$ cat config.mk
export PLATFORM = sky130hd
export DESIGN_NAME = pointer_position_event_generator
export DESIGN_NICKNAME = d
export VERILOG_FILES = /design/src/rtl/ppeg_pkg.sv /design/src/rtl/ppeg_clamp.sv /design/src/rtl/pointer_position_event_generator.sv
export SDC_FILE = /design/constraint.sdc
export NUM_CORES = 1
export LEC_CHECK = 0
export BUFFER_PORTS_ARGS = -buffer_cell sky130_fd_sc_hd__buf_2
export CAP_MARGIN = 20
export CORE_UTILIZATION = 63
export CTS_CLUSTER_SIZE = 40
export DETAILED_ROUTE_END_ITERATION = 16
export PLACE_DENSITY = 0.86
export SETUP_SLACK_MARGIN = 0.3
export SLEW_MARGIN = 20
export SYNTH_ARGS = -nofsm -noshare
export SYNTH_HDL_FRONTEND = slang
export SYNTH_SLANG_ARGS = --single-unit
$ cat constraint.sdc
create_clock -name clk -period 16.95 [get_ports clk]
set_input_delay 2.5425 -clock clk [delete_from_list [all_inputs] [get_ports clk]]
set_output_delay 2.5425 -clock clk [all_outputs]
set_load 0.05 [all_outputs]
$ cat src/rtl/ppeg_pkg.sv
// Shared types, constants and field layout for the pointer position event generator.
`default_nettype none
package ppeg_pkg;

  localparam int COORD_W          = 16;
  localparam int BTN_W            = 5;
  localparam int BTN_IDX_W        = 3;
  localparam int CFG_IDX_W        = 2;
  localparam int BUTTON_COUNT_DEF = 5;

  localparam int IN_TDATA_W  = 56;
  localparam int OUT_TDATA_W = 56;

  typedef logic signed [COORD_W-1:0] coord_t;

  typedef enum logic [1:0] {
    EV_MOVE   = 2'd0,
    EV_SCROLL = 2'd1,
    EV_DOWN   = 2'd2,
    EV_UP     = 2'd3
  } event_kind_t;

  typedef enum logic [CFG_IDX_W-1:0] {
    REG_CLIP_LEFT   = 2'd0,
    REG_CLIP_RIGHT  = 2'd1,
    REG_CLIP_TOP    = 2'd2,
    REG_CLIP_BOTTOM = 2'd3
  } cfg_reg_t;

  localparam coord_t CLIP_LEFT_RST   = 16'sd0;
  localparam coord_t CLIP_RIGHT_RST  = 16'sd1023;
  localparam coord_t CLIP_TOP_RST    = 16'sd0;
  localparam coord_t CLIP_BOTTOM_RST = 16'sd767;

endpackage
`default_nettype wire

$ cat src/rtl/ppeg_clamp.sv
// Adds a relative motion to one cursor axis and clamps it, low bound first then high bound.
`default_nettype none
module ppeg_clamp (
  input  wire ppeg_pkg::coord_t pos,
  input  wire ppeg_pkg::coord_t delta,
  input  wire ppeg_pkg::coord_t lo,
  input  wire ppeg_pkg::coord_t hi,
  output ppeg_pkg::coord_t      res
);
  import ppeg_pkg::*;

  logic signed [COORD_W:0] sum;
  logic signed [COORD_W:0] after_lo;
  logic signed [COORD_W:0] lo_ext;
  logic signed [COORD_W:0] hi_ext;

  always_comb begin
    lo_ext   = {lo[COORD_W-1], lo};
    hi_ext   = {hi[COORD_W-1], hi};
    sum      = {pos[COORD_W-1], pos} + {delta[COORD_W-1], delta};
    after_lo = (sum < lo_ext) ? lo_ext : sum;
    // The high bound is applied last, so it wins when the bounds are inverted.
    res      = (after_lo > hi_ext) ? hi : after_lo[COORD_W-1:0];
  end

endmodule
`default_nettype wire

$ cat src/rtl/pointer_position_event_generator.sv
// Top level of the pointer position event generator: report intake, event queue and output register.
//
//  channel | dir | handshake          | payload
//  in_     | in  | in_tvalid/tready   | tdata: move_x, move_y, wheel_move, buttons_pressed
//  out_    | out | out_tvalid/tready  | tdata: button_index, cursor_x, cursor_y, scroll_amount;
//          |     |                    | tuser: event_kind; tlast: last_of_run
//  cfg_    | in  | cfg_we             | cfg_index, cfg_wdata (clip rectangle)
//
// A report's position update is done on entry; its events are then issued one per cycle while
// the output is not stalled, from a pending-event mask into a single output register.
// A report that causes no event only updates the button state.
// Reset (synchronous, active low) clears the position, the button state and the pending
// events, and restores the default clip rectangle.
// A stalled output holds its item; the next report is taken as soon as the last pending
// event of the current one has moved into the output register.
`default_nettype none
module pointer_position_event_generator #(
  parameter int BUTTON_COUNT = ppeg_pkg::BUTTON_COUNT_DEF
) (
  input  wire                                  clk,
  input  wire                                  rst_n,
  input  wire                                  in_tvalid,
  output logic                                 in_tready,
  // move_x[15:0], move_y[31:16], wheel_move[47:32], buttons_pressed[52:48], zeros above
  input  wire  [ppeg_pkg::IN_TDATA_W-1:0]      in_tdata,
  output logic                                 out_tvalid,
  input  wire                                  out_tready,
  // button_index[2:0], cursor_x[18:3], cursor_y[34:19], scroll_amount[50:35], zeros above
  output logic [ppeg_pkg::OUT_TDATA_W-1:0]     out_tdata,
  // event_kind[1:0]
  output logic [1:0]                           out_tuser,
  output logic                                 out_tlast,
  input  wire                                  cfg_we,
  input  wire  [ppeg_pkg::CFG_IDX_W-1:0]       cfg_index,
  input  wire  [ppeg_pkg::COORD_W-1:0]         cfg_wdata
);
  import ppeg_pkg::*;

  localparam int BTN_N  = (BUTTON_COUNT < BTN_W) ? BUTTON_COUNT : BTN_W;
  localparam int PEND_W = BTN_N + 2;
  localparam int SEL_W  = $clog2(PEND_W);

  // Clip rectangle.
  coord_t clip_left_r, clip_right_r, clip_top_r, clip_bottom_r;

  // Cursor and button state.
  coord_t            pos_x_r, pos_y_r;
  coord_t            new_x, new_y;
  logic [BTN_W-1:0]  prev_btn_r;

  // Events of the report in hand: bit 0 move, bit 1 scroll, bit 2+i button i.
  logic [PEND_W-1:0] pend_r, pend_nxt, pend_left, in_mask;
  logic [BTN_N-1:0]  down_r;
  coord_t            wheel_r;

  // Output register.
  logic              out_valid_r, out_valid_nxt;
  event_kind_t       out_kind_r;
  logic [BTN_IDX_W-1:0] out_btn_r;
  coord_t            out_x_r, out_y_r, out_scroll_r;
  logic              out_last_r;

  coord_t            in_dx, in_dy, in_wheel;
  logic [BTN_W-1:0]  in_btn;
  logic              in_acc, emit;
  logic [SEL_W-1:0]  sel;
  event_kind_t       ev_kind;
  logic [BTN_IDX_W-1:0] ev_btn;
  coord_t            ev_scroll;

  assign in_dx    = in_tdata[COORD_W-1:0];
  assign in_dy    = in_tdata[2*COORD_W-1:COORD_W];
  assign in_wheel = in_tdata[3*COORD_W-1:2*COORD_W];
  assign in_btn   = in_tdata[3*COORD_W+BTN_W-1:3*COORD_W];

  ppeg_clamp u_clamp_x (
    .pos   (pos_x_r),
    .delta (in_dx),
    .lo    (clip_left_r),
    .hi    (clip_right_r),
    .res   (new_x)
  );

  ppeg_clamp u_clamp_y (
    .pos   (pos_y_r),
    .delta (in_dy),
    .lo    (clip_top_r),
    .hi    (clip_bottom_r),
    .res   (new_y)
  );

  // Lowest pending event goes next.
  always_comb begin
    sel = '0;
    for (int i = PEND_W - 1; i >= 0; i--) begin
      if (pend_r[i]) begin
        sel = SEL_W'(i);
      end
    end
  end

  always_comb begin
    ev_btn    = '0;
    ev_scroll = '0;
    if (sel == SEL_W'(0)) begin
      ev_kind = EV_MOVE;
    end else if (sel == SEL_W'(1)) begin
      ev_kind   = EV_SCROLL;
      ev_scroll = wheel_r;
    end else begin
      ev_btn  = BTN_IDX_W'(sel - SEL_W'(2));
      ev_kind = down_r[ev_btn] ? EV_DOWN : EV_UP;
    end
  end

  always_comb begin
    emit      = (pend_r != '0) && (!out_valid_r || out_tready);
    pend_left = pend_r;
    if (emit) begin
      pend_left[sel] = 1'b0;
    end
    in_tready = (pend_left == '0);
    in_acc    = in_tvalid && in_tready;
    in_mask   = {(in_btn[BTN_N-1:0] ^ prev_btn_r[BTN_N-1:0]),
                 (in_wheel != '0), ((in_dx != '0) || (in_dy != '0))};
    pend_nxt  = in_acc ? in_mask : pend_left;
    out_valid_nxt = emit ? 1'b1 : (out_valid_r && !out_tready);
  end

  always_ff @(posedge clk) begin
    if (!rst_n) begin
      clip_left_r   <= CLIP_LEFT_RST;
      clip_right_r  <= CLIP_RIGHT_RST;
      clip_top_r    <= CLIP_TOP_RST;
      clip_bottom_r <= CLIP_BOTTOM_RST;
    end else if (cfg_we) begin
      case (cfg_reg_t'(cfg_index))
        REG_CLIP_LEFT:   clip_left_r   <= cfg_wdata;
        REG_CLIP_RIGHT:  clip_right_r  <= cfg_wdata;
        REG_CLIP_TOP:    clip_top_r    <= cfg_wdata;
        REG_CLIP_BOTTOM: clip_bottom_r <= cfg_wdata;
        default: ;
      endcase
    end
  end

  always_ff @(posedge clk) begin
    if (!rst_n) begin
      pos_x_r     <= '0;
      pos_y_r     <= '0;
      prev_btn_r  <= '0;
      pend_r      <= '0;
      out_valid_r <= 1'b0;
    end else begin
      pend_r      <= pend_nxt;
      out_valid_r <= out_valid_nxt;
      if (in_acc) begin
        prev_btn_r <= in_btn;
        if (in_mask[0]) begin
          pos_x_r <= new_x;
          pos_y_r <= new_y;
        end
      end
    end
  end

  always_ff @(posedge clk) begin
    if (in_acc) begin
      wheel_r <= in_wheel;
      down_r  <= in_btn[BTN_N-1:0];
    end
    if (emit) begin
      out_kind_r   <= ev_kind;
      out_btn_r    <= ev_btn;
      out_x_r      <= pos_x_r;
      out_y_r      <= pos_y_r;
      out_scroll_r <= ev_scroll;
      out_last_r   <= (pend_left == '0);
    end
  end

  assign out_tvalid = out_valid_r;
  assign out_tuser  = out_kind_r;
  assign out_tlast  = out_last_r;
  assign out_tdata  = {{(OUT_TDATA_W - BTN_IDX_W - 3*COORD_W){1'b0}},
                       out_scroll_r, out_y_r, out_x_r, out_btn_r};

endmodule
`default_nettype wire

==> results by group <==
GRT
  – Vias in the first global route: 8212
  – Largest net degree at the start of global routing: 104
  – Antenna violations before repair: 0
  – First-pass GRT wire length: 40.9 mm
  – Tot GR Track Use: 0.298
  – Total gr overflow: 0

STA
  – Rel. slew slack: 0.382
  – Final hold viol count: 0
  – RSZ-0062 raised after global routing: no
  – Setup violators final: 0
  – Final TNS setup: 0 ns
  – Fmax: 118 MHz
  – Period utilization: 0.498
  – Max-slew violation count: 0
  – Fin crit period: 8.44 ns
  – Clock skew: 0.0114 ns
  – Slew @ Worst Pin: 0.920 ns

Placed design
  – Hpwl dp: 18.2 mm
  – Dpl cells: 1432
  – Placer Congestion: 0.940
  – Number of buffers added on ports: 131

Critical path
  – Worst Setup Start Kind: input port
  – Worst setup EP type: register
  – Critical Path RT: 17.26 ns
  – Worst Path Class, Setup: in2reg
  – CP max FO: 32
  – Crit path DAT: 8.75 ns

Pwr
  – Pwr/cell area: 213 nW/µm²
  – Leakage: 5.09 nW
  – Total power: 2.54 mW
  – Worst VDD drop: 0.166 mV

Clock network
  – TritonCTS clock tree: done
  – Resized cells post-CTS: 0
  – Setup Buffers After CTS: 0
  – H-tree Lvls: 4
  – Clk_lat worst skew: 0.45 ns
  – Clock Tree Buf Depth: 2
  – Clk sinks: 184
  – CTS root buffer: clkbuf_16
  – CTS Hold Bufs: 0
  – Clk slew on worst S/H paths: 0.08 ns
  – Num CTS Buffers: 17

Synthesis
  – Synth warn: 0
  – Async set or reset register ratio after synthesis: 0
  – Ys flop type: dfxtp_1
  – Top-count cell post-synth: nand2_1
  – Syn Inst Count: 1125
  – Synth Register Bits: 184
  – Syn Area/Cell: 9.36 µm²
  – Most frequent cells after synthesis: nand2_1 (168), dfxtp_1 (109), ha_1 (102)
  – Top cells by area, synth: edfxtp_1 (21%), dfxtp_1 (21%), ha_1 (12%)
  – Number of synthesized flops with an enable pin: 75
  – Yosys top cell area share: 0.214
  – Largest area contributor in the netlist: edfxtp_1
  – Library cells used by synthesis: 67
  – Sequential cell area fraction in the yosys report: 0.421
  – Post-Syn Area: 10500 µm²

Finish
  – Layout cells sized above 1: 0.169
  – Fill cells: 1168
  – Diode count: 0
  – Finished Layout Cells: 1464
  – Area Overhead vs Synth: 13.0%
  – Nets: 1418

Detailed routing
  – Routed len/inst: 17.1 µm
  – Vias: 8664
  – Initial DRC Count: 695
  – Post-Route WL: 25.0 mm
  – Drt first pass iters: 5
  – ANT nets after route: 0
  – Remaining DRCs: 0
  – Vias per inst: 5.92

Floorplan
  – FP Rows: 46
  – Initial Utilization: 0.653
  – Die H: 131 µm
  – Core footprint: 16100 µm²
  – Die W: 131 µm
  – Top Ports: 140
  – Die area: 17200 µm²

Worst hold path
  – Worst min path class: reg2reg

Status
  – Outcome: complete, no violations

Run
  – Max_cap viols: 0
-- where the power goes --
part	switching, mW	internal [mW]	leakage, nW	total, mW
Combinational	0.944	0.460	3.14	1.40
Sequential	0.0632	0.658	1.64	0.721
Clock	0.207	0.206	0.304	0.413
Total	1.21	1.32	5.09	2.54
-- worst paths after layout --
kind                       from  slack, ns  cells after the start            end
setup / recovery   in_tdata[17]       8.51                     25     pos_y_r[7]
hold / removal    clip_top_r[1]       0.48                      2  clip_top_r[1]
setup reg to reg     pos_y_r[1]      10.40                     24     pos_y_r[7]
hold reg to reg   clip_top_r[1]       0.48                      2  clip_top_r[1]
-- kinds of logic (layout without fill, tap and decap cells) --
family | after synthesis | in the layout | synth area share
simple gates | 367 | 367 | 0.165
compound gates | 267 | 267 | 0.168
flops | 184 | 184 | 0.421
buf+inv | 131 | 250 | 0.0533
fa+ha+maj | 105 | 105 | 0.126
mux | 40 | 40 | 0.0412
xor+xnor | 30 | 30 | 0.0250
other cells | 1 | 5 | 0.000356
-- critical path, stage by stage --
cell,delay (ns)
buf_2,0.14
ha_1,0.32
a211oi_1,0.34
o211ai_1,0.20
a311oi_1,0.44
o21ai_0,0.17
a21oi_1,0.19
xor2_1,0.19
inv_1,0.06
ha_1,0.29
nand4_1,0.09
nor3_1,0.20
nand2_1,0.08
o21ai_0,0.18
mux2_2,0.51
mux2_2,0.42
ha_1,0.30
nand4_1,0.16
nor4_1,0.47
nand2_1,0.14
a41oi_1,0.25
o221a_2,0.63
nor2_1,0.09
a21oi_1,0.20
o21ai_0,0.12
-- routing by layer --
layer / vias up / track usage / part of all wire
met5: - / 0 / 0
met4: 0 / 0.106 / 0.024
met3: 51 / 0.0509 / 0.069
met2: 386 / 0.499 / 0.47
met1: 3994 / 0.388 / 0.44
li1: 4233 / - / -
-- state kept, by name (all words and copies together), names as in the netlist --
name           cells
pos_y_r           16
out_btn_r          3
down_r             5
clip_left_r       16
pend_r             7
clip_right_r      16
clip_top_r        16
out_tuser          2
prev_btn_r         5
pos_x_r           16
out_scroll_r      16
clip_bottom_r     16
out_x_r           16
out_tlast          1
out_y_r           16
out_tvalid         1
wheel_r           16
-- cell usage in the layout (no fill, tap or decap), types with 16 or more instances in the layout --
| cell type | instances |
|---|---|
| nand2_1 | 168 |
| clkbuf_16 | 17 |
| nor2_1 | 53 |
| a21boi_0 | 53 |
| nand4_1 | 16 |
| ha_1 | 102 |
| o211ai_1 | 24 |
| dfxtp_1 | 109 |
| o21ai_0 | 41 |
| nand3_1 | 27 |
| and2_1 | 17 |
| edfxtp_1 | 75 |
| buf_2 | 131 |
| a21oi_1 | 63 |
| nor2b_1 | 20 |
| inv_1 | 83 |
| mux2_2 | 27 |
| a21o_1 | 21 |
-- layout make-up --
cell class              instances  area [µm²]  share of cell area
flip-flops and latches        184        4430               0.373
multi-input cells             814        5570               0.468
clock inverters                15         199              0.0167
inverters                      83         312              0.0262
repair buffers                135         686              0.0577
clock buffers                  17         425              0.0358
well taps                     216         270              0.0227
-- metrics by stage --
step / utilization / setup slack, ns / instance area, µm² / hold slack, ns
floorplan: - / 7.99 / 10500 / 0.425
global placement: 0.699 / 8.39 / 11300 / 0.454
detailed placement: 0.699 / 8.26 / 11300 / 0.450
CTS: 0.738 / 8.63 / 11900 / 0.475
global route: 0.738 / 7.92 / 11900 / 0.486
finish: 0.738 / 8.51 / 11900 / 0.478
Power figures use the tool's default switching activity.
